### config.mk
export PLATFORM = sky130hd
export DESIGN_NAME = roman_numeral_encoder
export DESIGN_NICKNAME = d
export VERILOG_FILES = /design/src/rne_pkg.sv /design/src/rne_front.sv /design/src/rne_queue.sv /design/src/rne_back.sv /design/src/roman_numeral_encoder.sv
export VERILOG_INCLUDE_DIRS = /design/src /design/src/src
export SDC_FILE = /design/constraint.sdc
export NUM_CORES = 1
export LEC_CHECK = 0
export ABC_AREA = 1
export BUFFER_PORTS_ARGS = -buffer_cell sky130_fd_sc_hd__buf_4
export CAP_MARGIN = 20
export CORE_MARGIN = 2
export CORE_UTILIZATION = 30
export DETAILED_ROUTE_END_ITERATION = 12
export SETUP_SLACK_MARGIN = 0.15
export SLEW_MARGIN = 0
export SYNTH_ARGS = -nofsm -noshare
export SYNTH_HDL_FRONTEND = slang
export SYNTH_SLANG_ARGS = --single-unit
### constraint.sdc
create_clock -name clk -period 3.2 [get_ports clk]
set_clock_uncertainty 0.2 [all_clocks]
set_input_delay 0.64 -clock clk [delete_from_list [all_inputs] [get_ports clk]]
set_output_delay 0.64 -clock clk [all_outputs]
set_load 0.01 [all_outputs]
### src/roman_numeral_encoder_macros.svh
// ============================================================================
// roman numeral encoder assertion macros
// shared concurrent assertion forms, clocked on clk and disabled in reset
// ============================================================================
`ifndef ROMAN_NUMERAL_ENCODER_MACROS_SVH
`define ROMAN_NUMERAL_ENCODER_MACROS_SVH

// same-cycle implication
`define RNE_ASSERT_IMPLY(name, ante, cons, msg) \
    name: assert property (@(posedge clk) disable iff (!rst_n) (ante) |-> (cons)) \
        else $error(msg);

// next-cycle implication
`define RNE_ASSERT_NEXT(name, ante, cons, msg) \
    name: assert property (@(posedge clk) disable iff (!rst_n) (ante) |=> (cons)) \
        else $error(msg);

`endif

### src/rne_pkg.sv
// ============================================================================
// rne_pkg
// types, constants and value tables of the roman numeral encoder
// ============================================================================
`default_nettype none

package rne_pkg;

    localparam int VALUE_W     = 12;
    localparam int SYM_W       = 7;
    localparam int STEP_W      = 4;
    localparam int S_TDATA_W   = 16;
    localparam int M_TDATA_W   = 8;
    localparam int QUEUE_DEPTH = 2;

    localparam logic [VALUE_W-1:0] MAX_VALID = 12'd3999;

    localparam logic [SYM_W-1:0] CH_NONE = 7'd0;
    localparam logic [SYM_W-1:0] CH_ERR  = 7'd45;
    localparam logic [SYM_W-1:0] CH_C    = 7'd67;
    localparam logic [SYM_W-1:0] CH_D    = 7'd68;
    localparam logic [SYM_W-1:0] CH_I    = 7'd73;
    localparam logic [SYM_W-1:0] CH_L    = 7'd76;
    localparam logic [SYM_W-1:0] CH_M    = 7'd77;
    localparam logic [SYM_W-1:0] CH_V    = 7'd86;
    localparam logic [SYM_W-1:0] CH_X    = 7'd88;

    // classified item handed from front to back
    typedef struct packed {
        logic               err;
        logic [VALUE_W-1:0] value;
    } rne_item_t;

    function automatic logic [VALUE_W-1:0] step_value(input logic [STEP_W-1:0] idx);
        logic [VALUE_W-1:0] v;
        unique case (idx)
            4'd0:    v = 12'd1000;
            4'd1:    v = 12'd900;
            4'd2:    v = 12'd500;
            4'd3:    v = 12'd400;
            4'd4:    v = 12'd100;
            4'd5:    v = 12'd90;
            4'd6:    v = 12'd50;
            4'd7:    v = 12'd40;
            4'd8:    v = 12'd10;
            4'd9:    v = 12'd9;
            4'd10:   v = 12'd5;
            4'd11:   v = 12'd4;
            default: v = 12'd1;
        endcase
        return v;
    endfunction

    function automatic logic [SYM_W-1:0] first_char(input logic [STEP_W-1:0] idx);
        logic [SYM_W-1:0] c;
        unique case (idx)
            4'd0:    c = CH_M;
            4'd1:    c = CH_C;
            4'd2:    c = CH_D;
            4'd3:    c = CH_C;
            4'd4:    c = CH_C;
            4'd5:    c = CH_X;
            4'd6:    c = CH_L;
            4'd7:    c = CH_X;
            4'd8:    c = CH_X;
            4'd9:    c = CH_I;
            4'd10:   c = CH_V;
            default: c = CH_I;
        endcase
        return c;
    endfunction

    // CH_NONE marks a single-character entry
    function automatic logic [SYM_W-1:0] second_char(input logic [STEP_W-1:0] idx);
        logic [SYM_W-1:0] c;
        unique case (idx)
            4'd1:    c = CH_M;
            4'd3:    c = CH_D;
            4'd5:    c = CH_C;
            4'd7:    c = CH_L;
            4'd9:    c = CH_X;
            4'd11:   c = CH_V;
            default: c = CH_NONE;
        endcase
        return c;
    endfunction

endpackage

`default_nettype wire

### src/rne_front.sv
// ============================================================================
// rne_front
// input stage: takes an item, range-checks it and pushes it to the queue
// ============================================================================
`default_nettype none

module rne_front
(
    input  wire logic                          clk,
    input  wire logic                          rst_n,
    input  wire logic                          s_axis_tvalid,
    output logic                               s_axis_tready,
    input  wire logic [rne_pkg::VALUE_W-1:0]   value,
    input  wire logic                          q_full,
    output logic                               q_push,
    output rne_pkg::rne_item_t                 q_item
);
    import rne_pkg::*;

    logic      front_valid_reg;
    logic      front_valid_next;
    rne_item_t front_item_reg;
    rne_item_t front_item_next;
    logic      accept;

    assign q_push        = front_valid_reg && !q_full;
    assign s_axis_tready = !front_valid_reg || q_push;
    assign accept        = s_axis_tvalid && s_axis_tready;
    assign q_item        = front_item_reg;

    always_comb
    begin
        front_valid_next = front_valid_reg;
        front_item_next  = front_item_reg;
        if (accept)
        begin
            front_valid_next      = 1'b1;
            front_item_next.value = value;
            front_item_next.err   = (value == '0) || (value > MAX_VALID);
        end
        else if (q_push)
        begin
            front_valid_next = 1'b0;
        end
    end

    always_ff @(posedge clk or negedge rst_n)
    begin
        if (!rst_n)
        begin
            front_valid_reg <= 1'b0;
        end
        else
        begin
            front_valid_reg <= front_valid_next;
        end
    end

    always_ff @(posedge clk)
    begin
        front_item_reg <= front_item_next;
    end

endmodule

`default_nettype wire

### src/rne_queue.sv
// ============================================================================
// rne_queue
// short fifo of classified items between front and back
// ============================================================================
`default_nettype none
`include "roman_numeral_encoder_macros.svh"

module rne_queue
#(
    parameter int DEPTH = rne_pkg::QUEUE_DEPTH
)
(
    input  wire logic                clk,
    input  wire logic                rst_n,
    input  wire logic                push,
    input  wire rne_pkg::rne_item_t  push_item,
    input  wire logic                pop,
    output rne_pkg::rne_item_t       head,
    output logic                     full,
    output logic                     empty
);
    import rne_pkg::*;

    localparam int PTR_W = (DEPTH > 1) ? $clog2(DEPTH) : 1;
    localparam int CNT_W = $clog2(DEPTH + 1);
    localparam logic [PTR_W-1:0] LAST_PTR  = PTR_W'(DEPTH - 1);
    localparam logic [CNT_W-1:0] DEPTH_CNT = CNT_W'(DEPTH);

    rne_item_t        slots_reg [DEPTH];
    logic [PTR_W-1:0] wr_ptr_reg;
    logic [PTR_W-1:0] wr_ptr_next;
    logic [PTR_W-1:0] rd_ptr_reg;
    logic [PTR_W-1:0] rd_ptr_next;
    logic [CNT_W-1:0] count_reg;
    logic [CNT_W-1:0] count_next;

    assign full  = (count_reg == DEPTH_CNT);
    assign empty = (count_reg == '0);
    assign head  = slots_reg[rd_ptr_reg];

    always_comb
    begin
        wr_ptr_next = wr_ptr_reg;
        rd_ptr_next = rd_ptr_reg;
        count_next  = count_reg;
        if (push)
        begin
            wr_ptr_next = (wr_ptr_reg == LAST_PTR) ? '0 : wr_ptr_reg + 1'b1;
        end
        if (pop)
        begin
            rd_ptr_next = (rd_ptr_reg == LAST_PTR) ? '0 : rd_ptr_reg + 1'b1;
        end
        if (push && !pop)
        begin
            count_next = count_reg + 1'b1;
        end
        else if (pop && !push)
        begin
            count_next = count_reg - 1'b1;
        end
    end

    always_ff @(posedge clk or negedge rst_n)
    begin
        if (!rst_n)
        begin
            wr_ptr_reg <= '0;
            rd_ptr_reg <= '0;
            count_reg  <= '0;
        end
        else
        begin
            wr_ptr_reg <= wr_ptr_next;
            rd_ptr_reg <= rd_ptr_next;
            count_reg  <= count_next;
        end
    end

    always_ff @(posedge clk)
    begin
        if (push)
        begin
            slots_reg[wr_ptr_reg] <= push_item;
        end
    end

    `RNE_ASSERT_IMPLY(a_count_bound, 1'b1, count_reg <= DEPTH_CNT, "queue count over depth")
    `RNE_ASSERT_IMPLY(a_no_overflow, push, !full || pop, "push into full queue")
    `RNE_ASSERT_NEXT(a_push_fills, push && !pop, !empty, "queue empty after push")

endmodule

`default_nettype wire

### src/rne_back.sv
// ============================================================================
// rne_back
// greedy numeral sequencer, registered output, takes a value only when idle
// ============================================================================
`default_nettype none
`include "roman_numeral_encoder_macros.svh"

module rne_back
(
    input  wire logic                        clk,
    input  wire logic                        rst_n,
    input  wire rne_pkg::rne_item_t          q_head,
    input  wire logic                        q_empty,
    output logic                             q_pop,
    output logic                             m_axis_tvalid,
    input  wire logic                        m_axis_tready,
    output logic [rne_pkg::SYM_W-1:0]        symbol,
    output logic                             m_axis_tlast,
    output logic                             out_of_range
);
    import rne_pkg::*;

    logic               busy_reg,      busy_next;
    logic               err_reg,       err_next;
    logic [VALUE_W-1:0] remaining_reg, remaining_next;
    logic [STEP_W-1:0]  step_reg,      step_next;
    logic               pending_reg,   pending_next;
    logic               out_valid_reg, out_valid_next;
    logic [SYM_W-1:0]   symbol_reg,    symbol_next;
    logic               last_reg,      last_next;
    logic               oor_reg,       oor_next;

    logic [VALUE_W-1:0] sv;
    logic [VALUE_W-1:0] diff;
    logic [SYM_W-1:0]   fc;
    logic [SYM_W-1:0]   sc;
    logic               slot_free;

    assign sv        = step_value(step_reg);
    assign fc        = first_char(step_reg);
    assign sc        = second_char(step_reg);
    assign diff      = remaining_reg - sv;
    assign slot_free = !out_valid_reg || m_axis_tready;

    always_comb
    begin
        busy_next      = busy_reg;
        err_next       = err_reg;
        remaining_next = remaining_reg;
        step_next      = step_reg;
        pending_next   = pending_reg;
        out_valid_next = out_valid_reg;
        symbol_next    = symbol_reg;
        last_next      = last_reg;
        oor_next       = oor_reg;
        q_pop          = 1'b0;

        if (out_valid_reg && m_axis_tready)
        begin
            out_valid_next = 1'b0;
        end

        if (!busy_reg)
        begin
            if (!q_empty)
            begin
                q_pop          = 1'b1;
                busy_next      = 1'b1;
                err_next       = q_head.err;
                remaining_next = q_head.value;
                step_next      = '0;
                pending_next   = 1'b0;
            end
        end
        else if (slot_free)
        begin
            priority if (err_reg)
            begin
                out_valid_next = 1'b1;
                symbol_next    = CH_ERR;
                last_next      = 1'b1;
                oor_next       = 1'b1;
                busy_next      = 1'b0;
                remaining_next = '0;
            end
            else if (pending_reg)
            begin
                out_valid_next = 1'b1;
                symbol_next    = sc;
                last_next      = (remaining_reg == '0);
                oor_next       = 1'b0;
                pending_next   = 1'b0;
                busy_next      = (remaining_reg != '0);
            end
            else if (remaining_reg >= sv)
            begin
                out_valid_next = 1'b1;
                symbol_next    = fc;
                last_next      = (diff == '0) && (sc == CH_NONE);
                oor_next       = 1'b0;
                remaining_next = diff;
                pending_next   = (sc != CH_NONE);
                busy_next      = !((diff == '0) && (sc == CH_NONE));
            end
            else
            begin
                step_next = step_reg + 1'b1;
            end
        end
    end

    always_ff @(posedge clk or negedge rst_n)
    begin
        if (!rst_n)
        begin
            busy_reg      <= 1'b0;
            err_reg       <= 1'b0;
            remaining_reg <= '0;
            step_reg      <= '0;
            pending_reg   <= 1'b0;
            out_valid_reg <= 1'b0;
        end
        else
        begin
            busy_reg      <= busy_next;
            err_reg       <= err_next;
            remaining_reg <= remaining_next;
            step_reg      <= step_next;
            pending_reg   <= pending_next;
            out_valid_reg <= out_valid_next;
        end
    end

    always_ff @(posedge clk)
    begin
        symbol_reg <= symbol_next;
        last_reg   <= last_next;
        oor_reg    <= oor_next;
    end

    assign m_axis_tvalid = out_valid_reg;
    assign symbol        = symbol_reg;
    assign m_axis_tlast  = last_reg;
    assign out_of_range  = oor_reg;

    `RNE_ASSERT_IMPLY(a_err_is_last, out_valid_reg && oor_reg, last_reg, "error item not last")
    `RNE_ASSERT_IMPLY(a_err_symbol, out_valid_reg && oor_reg, symbol_reg == CH_ERR,
        "error item with wrong symbol")
    `RNE_ASSERT_IMPLY(a_remaining_range, busy_reg && !err_reg, remaining_reg <= MAX_VALID,
        "remaining value out of range")

endmodule

`default_nettype wire

### src/roman_numeral_encoder.sv
// ============================================================================
// roman_numeral_encoder
// integer to roman numeral converter, one ascii character per output item
// ============================================================================
// path: an accepted value is registered in the input stage, then in a queue
//   slot, then in the sequencer, which steps past table entries until the first
//   match and loads the first character into the output register; the greedy
//   sequencer takes a new value only once the last is done, the queue holds more
// reset: rst_n is asynchronous active low, it empties the input stage and the
//   queue and idles the sequencer; no output item is pending after reset
`default_nettype none

module roman_numeral_encoder
#(
    parameter int QUEUE_DEPTH = rne_pkg::QUEUE_DEPTH
)
(
    input  wire logic                              clk,
    input  wire logic                              rst_n,
    // input item stream
    input  wire logic                              s_axis_tvalid,
    output logic                                   s_axis_tready,
    input  wire logic [rne_pkg::S_TDATA_W-1:0]     s_axis_tdata,  // [11:0] value, rest zero
    // output character stream
    output logic                                   m_axis_tvalid,
    input  wire logic                              m_axis_tready,
    output logic [rne_pkg::M_TDATA_W-1:0]          m_axis_tdata,  // [6:0] symbol, [7] zero
    output logic                                   m_axis_tlast,  // last character of numeral
    output logic                                   m_axis_tuser   // [0] out_of_range
);
    import rne_pkg::*;

    // front to queue
    logic      q_push;
    rne_item_t q_item;
    logic      q_full;
    // queue to back
    logic      q_pop;
    rne_item_t q_head;
    logic      q_empty;
    // back outputs
    logic [SYM_W-1:0] symbol;
    logic             out_of_range;

    // front: accepts the value and flags 0 or above 3999 as an error
    rne_front u_front
    (
        .clk           (clk),
        .rst_n         (rst_n),
        .s_axis_tvalid (s_axis_tvalid),
        .s_axis_tready (s_axis_tready),
        .value         (s_axis_tdata[VALUE_W-1:0]),
        .q_full        (q_full),
        .q_push        (q_push),
        .q_item        (q_item)
    );

    // queue decouples input acceptance from the character run
    rne_queue #(.DEPTH(QUEUE_DEPTH)) u_queue
    (
        .clk       (clk),
        .rst_n     (rst_n),
        .push      (q_push),
        .push_item (q_item),
        .pop       (q_pop),
        .head      (q_head),
        .full      (q_full),
        .empty     (q_empty)
    );

    // back: walks the value table greedily, one character or one table
    // step per cycle while the output is not stalled, into a registered output stage
    rne_back u_back
    (
        .clk           (clk),
        .rst_n         (rst_n),
        .q_head        (q_head),
        .q_empty       (q_empty),
        .q_pop         (q_pop),
        .m_axis_tvalid (m_axis_tvalid),
        .m_axis_tready (m_axis_tready),
        .symbol        (symbol),
        .m_axis_tlast  (m_axis_tlast),
        .out_of_range  (out_of_range)
    );

    // pack symbol into the low bits, pad to a whole byte
    assign m_axis_tdata = {{(M_TDATA_W-SYM_W){1'b0}}, symbol};
    assign m_axis_tuser = out_of_range;

endmodule

`default_nettype wire

# Yosys cells after proc, flatten, opt, wreduce, memory -nomap -nowiden
# Memory sizes are Yosys's and may differ from the RTL's.
# Cells that the tools add are included.
word_totals:
  regBits: 47
  ram_bits: 26
  mem_bits_ro: 240
  inputBits: 20
  output_inout_bits: 12
  word_cells: 118
  mem_count: 3
classes:
  addsub: 6
  n_lt_le_gt_ge: 2
  eq_ne: 14
  mux: 46
  bitwise_logic: 2
  n_reduce_logical: 30
mem_list:
  columns: ["name", "depth", "word_bits", "read_ports", "rd_ports_with_merged_regs", "wr", "line_no", "rtl"]
  rows:
  - ["(no name shown)", 16, 10, 1, 0, 0, "rne_pkg.sv:36", "unique case (idx)"]
  - ["(no name shown)", 16, 5, 1, 0, 0, "rne_pkg.sv:56", "unique case (idx)"]
  - ["u_queue.slots_reg", 2, 13, 1, 0, 1, "rne_queue.sv:29", "rne_item_t slots_reg [DEPTH];"]
ops:
  columns: ["cell", "n"]
  rows:
  - ["12-bit 2-to-1 mux", 6]
  - ["7-bit case mux with 6 select lines", 1]
  - ["12-bit zero test", 3]
  - ["1-bit 2-to-1 mux", 29]
  - ["4-bit 2-to-1 mux", 6]
  - ["7-bit 2-to-1 mux", 2]
  - ["12-bit >= comparator", 1]
  - ["12-bit > comparator (second input constant)", 1]
  - ["12-bit nonzero test", 1]
  - ["12-bit subtractor", 1]
  - ["2-bit inequality test (second input constant)", 5]
  - ["4-bit by 3-bit == test with 1-bit output (second input constant)", 2]
  - ["4-bit == test (second input constant)", 2]
  - ["7-bit zero test", 1]
  - ["7-bit nonzero test", 1]
  - ["1-bit logical AND", 6]
  - ["1-bit zero test", 6]
  - ["3-bit inequality test (second input constant)", 2]
  - ["3-bit AND reduction", 2]
  - ["5-bit AND reduction", 1]
  - ["4-bit by 1-bit adder with 4-bit output (second input constant)", 1]
  - ["4-bit by 1-bit == test with 1-bit output (second input constant)", 1]
  - ["4-bit by 2-bit == test with 1-bit output (second input constant)", 1]
  - ["2-bit 2-to-1 mux", 2]
  - ["other kinds (11)", 16]

# Logic depth before layout (Yosys ltp)
# Gate-level depths: netlist of run 1.
depth:
  depth_word: 10
  depth_mapped: 20
  ltp_nobuf: 20

# By module
# A second synthesis of run 1 with hierarchy kept.
hier_totals:
  hier_cells: 455
  area_unflattened_um2: 4021.4
by_module_without_submodules:
  columns: ["mod", "n_inst", "cells_per_inst", "area_each_um2", "seq_area_each_um2"]
  rows:
  - ["rne_back", 1, 349, 2349.8, 740.7]
  - ["rne_queue", 1, 65, 1144.8, 880.8]
  - ["rne_front", 1, 39, 515.5, 415.4]
  - ["roman_numeral_encoder", 1, 2, 11.3, 0.0]

# Least setup slack after synthesis of run 1
# OpenSTA, ideal clock, no wires.
synth_timing:
  path_kind: "reg-to-reg"
  from: "reg u_back.step_reg[0]"
  to: "reg u_back.last_reg, in the netlist u_back.m_axis_tlast, enable pin"
  setup_ns: 0.371
  arrival_ns: 2.638
  t_required_ns: 2.629
  setup_slack_ns: -0.008
  stages_incl_launch_ff: 16
  n_path_buf: 0
  period_less_slack_ns: 3.208
  path_cell_list: "dfrtp_1 inv_1 ha_1 nor2_1 nor2_1 ha_1 fa_1 inv_1 nand2_1 nand2_1 nand3_2 nand3_2 nand2_2 nand2_4 o31ai_1 nor2_1"
synth_via:
  elab_chain_len: 4
synth_rtl:
  columns: ["item", "line_no", "rtl"]
  rows:
  - ["start: declaration", "rne_back.sv:26", "logic [STEP_W-1:0] step_reg, step_next;"]
  - ["start signal: assignment", "rne_back.sv:128", "step_reg <= step_next;"]
  - ["memory read 16 x 10 bit", null, null]
  - ["12-bit >= comparator", "rne_back.sv:95", "else if (remaining_reg >= sv)"]
  - ["3-bit nonzero test (no line)", null, null]
  - ["3-bit AND reduction (no line)", null, null]
  - ["end signal: assignment", "rne_back.sv:137", "last_reg <= last_next;"]
  - ["end: declaration", "rne_back.sv:30", "logic last_reg, last_next;"]
# No other way between the ends.
# A chain may end at the register's enable or synchronous reset.

# Worst setup path in the final report of run 1
layout_timing:
  from: "reg u_back.step_reg[0]"
  to: "reg u_back.symbol_reg[1], in the netlist u_back.symbol[1], enable pin"
layout_via:
  elab_chain_len: 4
layout_rtl:
  columns: ["item", "line_no", "rtl"]
  rows:
  - ["memory read 16 x 10 bit", null, null]
  - ["12-bit >= comparator", "rne_back.sv:95", null]
  - ["3-bit nonzero test (no line)", null, null]
  - ["3-bit AND reduction (no line)", null, null]
  - ["end signal: assignment", "rne_back.sv:136", "symbol_reg <= symbol_next;"]
  - ["end: declaration", "rne_back.sv:29", "logic [SYM_W-1:0] symbol_reg, symbol_next;"]
# No other way between the ends.

==> results of run 1 <==
synth_stat cells, drive strengths merged:
| master | count |
|---|---|
| o22ai | 3 |
| dfrtp | 25 |
| o21ai | 49 |
| or3 | 1 |
| o31ai | 1 |
| o311ai | 1 |
| o21bai | 1 |
| a21oi | 18 |
| o22a | 1 |
| nand4 | 3 |
| and3 | 1 |
| a31oi | 3 |
| inv | 53 |
| fa | 1 |
| nand2 | 120 |
| buf | 10 |
| ha | 16 |
| xor2 | 3 |
| edfxtp | 47 |
| a221oi | 1 |
| or2 | 2 |
| o32ai | 1 |
| clkbuf | 3 |
| nand3 | 21 |
| nor3 | 3 |
| nor4 | 4 |
| xnor2 | 2 |
| conb | 1 |
| nor2 | 56 |
area by class of cell:
cell class                      instances  area (µm²)
Clock buffer                           11       242.7
Fill cell                            1289        8009
Clock inverter                          5       56.30
Sequential cell                        72        2039
Timing Repair Buffer                   42       319.1
Multi-Input combinational cell        313        1693
Inverter                               53       198.9
Tap cell                              172       215.2
what timing repair did:
item | CTS | global route
resized for setup | 3 | 12
buffers inserted | 0 | 2
endpoints found under the setup margin | 9 | 23
pin swaps | 1 | 3
stage by stage:
step / util [%] / worst slack [ns] / hold WS (ns)
final: 37.30 / 0.3296 / 0.007300
after global routing: 37.30 / 0.1413 / 0.02370
after CTS: 36.83 / 0.1588 / 0.005148
after detailed placement: 34.42 / 0.1181 / 0.2290
after global placement: 34.42 / 0.1377 / 0.2253
after floorplan: - / 0.1658 / 0.1444
cells by family (layout without fill, tap and decap cells):
group	after synthesis	in the layout	share of synthesized area, %
AO/OA/AOI/OAI	79	79	11.14
XOR/XNOR	5	5	1.105
adder cells (fa/ha/maj)	17	17	5.556
buffers and inverters	66	111	7.197
flip-flops	72	72	51.39
other	1	1	0.09461
AND/OR/NAND/NOR	211	211	23.52
routing by layer:
| metal | global-route usage (%) | vias up | wire [µm] |
|---|---|---|---|
| li1 | - | 1581 | - |
| met1 | 15.09 | 1405 | 3771 |
| met2 | 20.87 | 42 | 4069 |
| met3 | 2.921 | 9 | 250 |
| met4 | 5.060 | 0 | 112 |
| met5 | 0 | - | 0 |
final timing paths:
check	slack (ns)	cells past startpoint	end	from
max	0.33	16	u_back.symbol[1]$_SDFFCE_PP0P_	u_back.step_reg[0]$_DFFE_PN0P_
max in group asynchronous	2.51	1	u_back.step_reg[2]$_DFFE_PN0P_	rst_n
min in group clk	0.24	0	u_queue.slots_reg[0][5]$_DFFE_PP_	u_front.q_item[5]$_DFFE_PP_
min reg2reg	0.24	0	u_queue.slots_reg[0][5]$_DFFE_PP_	u_front.q_item[5]$_DFFE_PP_
min	0.007	1	u_queue.count_reg[1]$_DFFE_PN0P_	rst_n
max reg2reg	0.33	16	u_back.symbol[1]$_SDFFCE_PP0P_	u_back.step_reg[0]$_DFFE_PN0P_
==> out/metrics.yaml, run 1 <==
job:
  maxCapViolCount: 0
timing:
  rsz0062_at_grt: "false"
  slew_headroom_pct: 64.82
  maxSlewViolCount: 0
  fin_crit_sh_pct: 89.70
  max_freq_mhz: 348.4
  layout_min_cycle_time_ns: 2.870
  tightestPinTransition_ns: 0.5222
  setup_tns_ns: 0
  final_hold_viol_count: 0
  setup_viol: 0
layout:
  stdcell_area_um2: 4765
  largest_register_ffs: 26
  area_delta_synth_final_pct: 20.20
  drive_above_1_share_pct: 20.16
  diodes: 0
  final_nets: 528
  fin_cells: 668
  final_common_cell: "nand2_1"
  final_cell_mix: "nand2_1 (103), nor2_1 (52), inv_1 (47), edfxtp_1 (47), buf_4 (41)"
synth:
  synth.area.top_cells: "edfxtp_1 (36%), dfrtp_1 (16%), nand2_1 (9.8%), nor2_1 (5.1%), ha_1 (5.1%)"
  synth_top_cell_by_area: "edfxtp_1"
  ys_ff_latch: 72
  synth_area_um2: 3964
  syn_avg_cell_area_um2: 8.789
  syn-num-nets: 488
  synth_top_cell_area_share_pct: 35.61
  synthCells: 451
  ys_types: 43
  ys_warn_count: 0
  yosysSeqAreaShare_pct: 51.39
outcome:
  outcome: "completed"
global_routing:
  grt_max_degree: 26
  first_global_vias: 2927
  grt.overflow.total: 0
  antenna_found_initial: 0
  track_usage_pct: 12.34
  grt_pass1_wl_um: 13940
clock_network:
  cts.clk_slew.worst_paths_ns: 0.06
  tritoncts: "done"
  ctsHoldBuffers: 0
  worst_skew_pair.late_latency_ns: 0.33
  clock_path_buffers: 2
  cts_buffers: 9
  cts_root_buf: "clkbuf_16"
  htree_levels: 3
  clkSinkCount: 72
routing:
  drt_iter0_markers: 223
  drc: 0
  vias: 3037
  avgRoutedWirePerCell_um: 12.28
  wl_um: 8204
  first_pass_iters: 5
  vias_per_cell: 4.546
  postRouteAntennaNets: 0
placed_design:
  port_buffers: 26
  dp_cells: 650
  place_area_um2: 4397
  post-dp-hpwl_um: 6327
  gp_congestion: 0.8441
die:
  die_w_um: 118.9
  io_pins: 32
  rows: 41
  initial_core_util_pct: 31.03
  die-height_um: 118.9
  dieArea_um2: 14150
  coreArea_um2: 12770
min_path:
  min_path_type: "in -> async"
worst_setup_path:
  crit_path_max_incr_delay_ns: 0.41
  critPathLaunchType: "flip-flop"
  slowest_stage: "dfrtp_2"
  crit_chain: "inv_2 > ha_4 > nor2_2 > nor2_1 > ha_1 > fa_2 > inv_1 > nand2_1 > nand2_2 > nand3_2 > nand3_2 > nand2_2 > nand2_4 > o31ai_4 > nor2_2 > buf_4"
  critical-path-top-delay-family: "simple AND/OR/NAND/NOR gates"
  critical_path_buf_inv_count: 3
  setup.worst_path.end_class: "flip-flop"
  crit_arrival_ns: 2.72
  worstSetupPathType: "reg -> reg"
  worstPathRequired_ns: 3.05
  path_max_fanout: 5
Power of run 1 is left out: the tool's default activity adds up to more than one toggle a clock period on the data nets, which glitch-free logic cannot reach.
==> inputs of run 2 (changes only) <==
Settings changed: ABC_AREA 1 to 0, CTS_BUF_LIST from default to sky130_fd_sc_hd__clkbuf_8.
==> run 2 against run 1 <==
- clock-buffer cell count down 2
- cell area grew 14%
- die area is 4.9% higher
- highest routed layer unchanged
- synthesized cell count fell by 13%
- wire length grew 28%
- global-route usage is 2.3 points higher
- core utilization up 2.4 points
- non-clock buffer count increased by 43
- critical endpoint is now u_back.symbol[3]$_SDFFCE_PP1P_
==> out/metrics.yaml, run 2 <==
clock_network:
  worst_skew_pair.late_latency_ns: 0.35  # +0.02 ns
  clock_path_buffers: 2  # unchanged
  htree_levels: 3  # unchanged
  cts_root_buf: "clkbuf_8"
  cts.clk_slew.worst_paths_ns: 0.09  # +0.03 ns
  tritoncts: "done"
  cts_buffers: 9  # unchanged
  clkSinkCount: 72  # unchanged
global_routing:
  grt.overflow.total: 0  # unchanged
  grt_max_degree: 26  # unchanged
  antenna_found_initial: 0  # unchanged
  grt_pass1_wl_um: 16820  # +21%
  track_usage_pct: 14.60  # +2.3 points
  first_global_vias: 3225  # +10%
timing:
  final_hold_viol_count: 0  # unchanged
  fin_crit_sh_pct: 98.05  # +8.3 points
  setup_ws_ns: 0.06255  # -0.2670 ns
  hold_slack_ns: 0.2408  # +0.2335 ns
  rsz0062_at_grt: "true"
  tightestPinTransition_ns: 0.8075  # +0.2853 ns
  layout_min_cycle_time_ns: 3.137  # +0.2670 ns
  maxSlewViolCount: 0  # unchanged
  setup_viol: 0  # unchanged
  slew_headroom_pct: 46.17  # -19 points
  max_freq_mhz: 318.7  # -8.5%
  setup_tns_ns: 0  # unchanged
layout:
  final_nets: 504  # -4.5%
  drive_above_1_share_pct: 35.38  # +15 points
  final_common_cell: "buf_4"
  final_cell_mix: "buf_4 (79), edfxtp_1 (47), a21oi_1 (29), nand2_1 (27), nor2_1 (25)"
  diodes: 0  # unchanged
  area_delta_synth_final_pct: 30.82
  fillers: 1317  # +2.2%
  largest_register_ffs: 26  # unchanged
  fin_cells: 652  # -2.4%
  register_area_um2: 2041  # about the same
  multiInputGateArea_um2: 2268  # +34%
die:
  die_w_um: 121.8  # +2.4%
  die-height_um: 121.8  # +2.4%
  coreArea_um2: 13720  # +7.4%
  dieArea_um2: 14840  # +4.9%
  initial_core_util_pct: 30.36  # -0.67 points
  rows: 43  # +4.9%
  io_pins: 32  # unchanged
min_path:
  min_path_type: "reg -> reg"
placed_design:
  port_buffers: 26  # unchanged
  post-place-ws_ns: -0.04941  # -0.1675 ns
  gp_congestion: 0.9406  # +11%
  dp_cells: 614  # -5.5%
  post-dp-hpwl_um: 7295  # +15%
worst_setup_path:
  crit_start: "u_back.step_reg[2]$_DFFE_PN0P_"
  reg2reg_depth: 12  # -4
  worstSetupPathType: "reg -> reg"
  reg2reg_to: "u_back.symbol[3]$_SDFFCE_PP1P_"
  crit_path_max_incr_delay_ns: 0.46  # +0.05 ns
  crit_arrival_ns: 3.01  # +0.29 ns
  critPathLaunchType: "flip-flop"
  slowest_stage: "dfrtp_2"
  path_max_fanout: 8  # +3
  setup.worst_path.end_class: "flip-flop"
  r2r_start: "u_back.step_reg[2]$_DFFE_PN0P_"
  worstPathRequired_ns: 3.08  # +0.03 ns
  cp-endpoint: "u_back.symbol[3]$_SDFFCE_PP1P_"
  reg2reg_slack_ns: 0.06  # -0.27 ns
  crit_chain: "buf_4 > nor2_2 > a21oi_1 > or2_2 > ha_4 > o21ai_0 > a211o_1 > a31oi_4 > or3_4 > nor2_4 > nor3_4 > buf_12"
synth:
  yosysSeqAreaShare_pct: 48.90  # -2.5 points
  synth_top_cell_area_share_pct: 33.88  # -1.7 points
  synthFlopType: "edfxtp_1"
  syn_avg_cell_area_um2: 10.65  # +21%
  synthTopCellsByCount: "edfxtp_1 (47), a21oi_1 (33), nor2_1 (31)"
  synth_area_um2: 4165  # +5.1%
  synth_edf_count: 47  # unchanged
  syn-num-nets: 428  # -12%
  ys_ff_latch: 72  # unchanged
  synth.area.top_cells: "edfxtp_1 (34%), dfrtp_1 (15%), ha_1 (4.8%), mux2i_1 (4.1%), a21oi_1 (4.0%)"
  ys_types: 76  # +77%
  async_flop_share_pct: 34.72  # unchanged
  synthCells: 391  # -13%
  synth_most_common_cell: "edfxtp_1"
  ys_warn_count: 0  # unchanged
  synth_top_cell_by_area: "edfxtp_1"
routing:
  drc: 0  # unchanged
  first_pass_iters: 4  # -1
  avgRoutedWirePerCell_um: 16.15  # +32%
  vias: 3347  # +10%
  vias_per_cell: 5.133  # +13%
  wl_um: 10530  # +28%
  drt_iter0_markers: 253  # +13%
  postRouteAntennaNets: 0  # unchanged
job:
  maxCapViolCount: 0  # unchanged
outcome:
  outcome: "completed"
run 2: cell families (layout without fill, tap and decap cells):
group | count (synthesis) | count (layout) | synth area share (%)
adders and majority gates | 17 | 17 | 5.287
AOI/OAI and AO/OA | 119 | 122 | 20.43
buffers and inverters | 36 | 114 | 4.445
xor gates and xnor gates | 10 | 10 | 2.103
muxes | 17 | 17 | 4.085
DFF | 72 | 72 | 48.90
and+or+nand+nor | 119 | 119 | 14.66
other | 1 | 1 | 0.09003
run 2: worst max-delay path: cells and delay by family, from the launching register on:
family	cells	cell delay [ns]
compound gates	4	0.69
flops	1	0.46
buf+inv	2	0.31
simple gates	5	0.90
fa+ha+maj	1	0.31
run 2: worst min-delay path by stage:
stage	endpoint	slack, ns	startpoint	depth (start not counted)
floorplan	u_back.busy_reg$_DFF_PN0_	0.14	rst_n	0
global placement	u_queue.slots_reg[0][5]$_DFFE_PP_	0.23	u_front.q_item[5]$_DFFE_PP_	0
detailed placement	u_queue.slots_reg[1][12]$_DFFE_PP_	0.23	u_front.q_item[12]$_DFFE_PP_	0
CTS	u_queue.slots_reg[0][5]$_DFFE_PP_	0.24	u_front.q_item[5]$_DFFE_PP_	0
global route	u_front.q_item[8]$_DFFE_PP_	0.24	s_axis_tdata[8]	1
finish	u_queue.slots_reg[0][5]$_DFFE_PP_	0.24	u_front.q_item[5]$_DFFE_PP_	0
run 2: repair_timing:
item / 4_1_cts / 5_1_grt
hold buffers: 1 / 0
setup endpoints to repair: 25 / 26
hold endpoints to repair: 25 / 0
pin swaps: 13 / 24
buffers inserted: 6 / 12
cloned: 2 / 1
gates resized for setup: 16 / 40
run 2: layout make-up:
class	count	area share, %
clock inverters	7	1.263
clock buffers	9	2.273
inverters	13	0.9874
multi-input cells	286	41.63
well taps	180	4.133
repair buffers	85	12.26
flip-flops and latches	72	37.45
run 2: layer usage:
metal	routed length, µm	track usage (%)	up-vias
met2	5105	23.78	100
met5	0	0	-
li1	-	-	1637
met4	251	5.603	0
met3	443	3.324	18
met1	4732	18.92	1592
run 2: per-stage QoR:
stage,utilization (%),instance area [µm²]
4_1_cts,37.74,5177
5_1_grt,39.72,5449
3_5_place_dp,35.12,4818
2_1_floorplan,-,4232
6_report,39.72,5449
3_3_place_gp,35.12,4818
Power of run 2 is left out for the same reason.
==> inputs of run 3 (changes only) <==
Settings changed: CTS_BUF_LIST sky130_fd_sc_hd__clkbuf_8 to default.
==> run 3 against run 2 <==
- wire length down 1.1%
- worst setup slack better by 0.051 ns
- highest routed layer unchanged
- critical endpoint is now u_back.m_axis_tlast$_SDFFCE_PP1P_
- largest cell class unchanged
- flip-flop and latch count stayed put
==> out/metrics.yaml, run 3 (synthesis results as in run 2) <==
worst_setup_path:
  reg2reg_depth: 12  # unchanged
  path_max_fanout: 5  # -3
  reg2reg_slack_ns: 0.11  # +0.05 ns
  crit_chain: "inv_4 > ha_4 > o21a_1 > ha_2 > fa_2 > and2b_4 > buf_6 > o221a_4 > nor3_2 > o31ai_2 > o2111ai_2 > o21ai_2"
  worstSetupPathType: "reg -> reg"
  slowest_stage: "dfrtp_2"
  r2r_start: "u_back.step_reg[1]$_DFFE_PN0P_"
  setup.worst_path.end_class: "flip-flop"
  crit_path_max_incr_delay_ns: 0.44  # -0.02 ns
  worstPathRequired_ns: 3.18  # +0.10 ns
  critical_path_buf_inv_count: 2  # unchanged
  critical-path-top-delay-family: "compound AO/OA/AOI/OAI gates"
  critPathLaunchType: "flip-flop"
  reg2reg_to: "u_back.m_axis_tlast$_SDFFCE_PP1P_"
  crit_arrival_ns: 3.07  # +0.06 ns
clock_network:
  tritoncts: "done"
  cts_buffers: 9  # unchanged
  htree_levels: 3  # unchanged
  cts.clk_slew.worst_paths_ns: 0.07  # -0.02 ns
  clock_path_buffers: 2  # unchanged
  clkSinkCount: 72  # unchanged
  worst_skew_pair.late_latency_ns: 0.34  # about the same
  cts_root_buf: "clkbuf_16"
die:
  die-height_um: 121.8  # unchanged
  die_w_um: 121.8  # unchanged
  dieArea_um2: 14840  # unchanged
  initial_core_util_pct: 30.36  # unchanged
  io_pins: 32  # unchanged
  coreArea_um2: 13720  # unchanged
  rows: 43  # unchanged
layout:
  largest_register_ffs: 26  # unchanged
  fillers: 1302  # -1.1%
  final_common_cell: "buf_4"
  diodes: 0  # unchanged
  final_nets: 503  # -0.20%
  final_cell_mix: "buf_4 (82), edfxtp_1 (47), a21oi_1 (28), nor2_1 (27), nand2_1 (27)"
  area_delta_synth_final_pct: 33.46
  drive_above_1_share_pct: 35.67  # +0.29 points
timing:
  setup_ws_ns: 0.1139  # +0.05130 ns
  setup_viol: 0  # unchanged
  rsz0062_at_grt: "true"
  final_hold_viol_count: 0  # unchanged
  tightestPinTransition_ns: 0.7602  # -0.04732 ns
  max_freq_mhz: 324.0  # +1.7%
  slew_headroom_pct: 49.32  # +3.2 points
  maxSlewViolCount: 0  # unchanged
  layout_min_cycle_time_ns: 3.086  # -0.05130 ns
  fin_crit_sh_pct: 96.44  # -1.6 points
global_routing:
  grt_pass1_wl_um: 16920  # +0.57%
  grt.overflow.total: 0  # unchanged
  first_global_vias: 3253  # +0.87%
  grt_max_degree: 26  # unchanged
  antenna_found_initial: 0  # unchanged
  track_usage_pct: 14.64  # +0.040 points
placed_design:
  post-dp-hpwl_um: 7295  # unchanged
  post-place-ws_ns: -0.04941  # unchanged
  gp_congestion: 0.9406  # unchanged
  port_buffers: 26  # unchanged
routing:
  postRouteAntennaNets: 0  # unchanged
  vias_per_cell: 5.132  # about the same
  drt_iter0_markers: 244  # -3.6%
  wl_um: 10410  # -1.1%
  drc: 0  # unchanged
  avgRoutedWirePerCell_um: 15.99  # -0.99%
  vias: 3341  # -0.18%
  first_pass_iters: 5  # +1
outcome:
  outcome: "completed"
job:
  maxCapViolCount: 0  # unchanged
min_path:
  min_path_type: "in -> async"
run 3: cell types whose count changed in the layout (fill, tap and decap cells not counted), sizes merged:
| cell | change |
|---|---|
| o41a | -1 |
| buf | +1 |
| dlygate4sd3 | -1 |
run 3: stage by stage:
step / hold WS (ns) / area, µm² / instances / setup TNS [ns] / utilization (%)
6_report: 0.001199 / 5559 / 651 / 0 / 40.52
5_1_grt: 0.02163 / 5559 / 651 / 0 / 40.52
4_1_cts: 0.007158 / 5313 / 641 / 0 / 38.72
3_5_place_dp: 0.2298 / 4818 / 614 / -0.06243 / 35.12
3_3_place_gp: 0.2260 / 4818 / 614 / 0 / 35.12
2_1_floorplan: 0.1444 / 4232 / 391 / 0 / -
run 3: worst max-delay path by stage:
stage	start	end	slack, ns	depth (start not counted)
after floorplan	u_back.step_reg[1]$_DFFE_PN0P_	u_back.m_axis_tlast$_SDFFCE_PP1P_	0.09	11
after global placement	u_back.step_reg[1]$_DFFE_PN0P_	u_back.m_axis_tlast$_SDFFCE_PP1P_	0.01	12
after detailed placement	u_back.step_reg[2]$_DFFE_PN0P_	u_back.busy_reg$_DFF_PN0_	-0.05	12
after CTS	u_back.step_reg[1]$_DFFE_PN0P_	u_back.remaining_reg[11]$_DFFE_PN0P_	0.10	13
after global routing	u_back.step_reg[1]$_DFFE_PN0P_	u_back.m_axis_tlast$_SDFFCE_PP1P_	0.04	11
final	u_back.step_reg[1]$_DFFE_PN0P_	u_back.m_axis_tlast$_SDFFCE_PP1P_	0.11	12
run 3: routing by layer:
| metal | GRT usage [%] | wire length [µm] | vias to the layer above | share of wire, % |
|---|---|---|---|---|
| li1 | - | - | 1640 | - |
| met3 | 2.996 | 436 | 21 | 4.2 |
| met5 | 0 | 0 | - | 0 |
| met4 | 6.250 | 294 | 0 | 2.8 |
| met2 | 24.06 | 5083 | 86 | 49 |
| met1 | 18.75 | 4598 | 1594 | 44 |
run 3: layout make-up:
type	count	area [µm²]	area share (%)
timing repair buffer	85	658.1	11.84
clock buffer	9	225.2	4.051
inverter	13	53.80	0.9678
tap	180	225.2	4.051
clock inverter	7	68.82	1.238
sequential	72	2042	36.73
multi-input combinational	285	2286	41.12
run 3: what timing repair did:
| item | 4_1_cts | 5_1_grt |
|---|---|---|
| resized for setup | 21 | 32 |
| setup buffers | 9 | 10 |
| pin swaps | 18 | 24 |
| hold buffers | 0 | 0 |
| setup endpoints to repair | 24 | 26 |
| gates cloned | 2 | 0 |
run 3: worst reg2reg max path: cells and delay by family, from the launching register on:
kind | cells | cell delay (ns)
AND/OR/NAND/NOR | 2 | 0.36
adder cells (fa/ha/maj) | 3 | 0.74
flip-flops | 1 | 0.44
buffers and inverters | 2 | 0.19
AO/OA/AOI/OAI | 5 | 1.02
Power of run 3 is left out for the same reason.
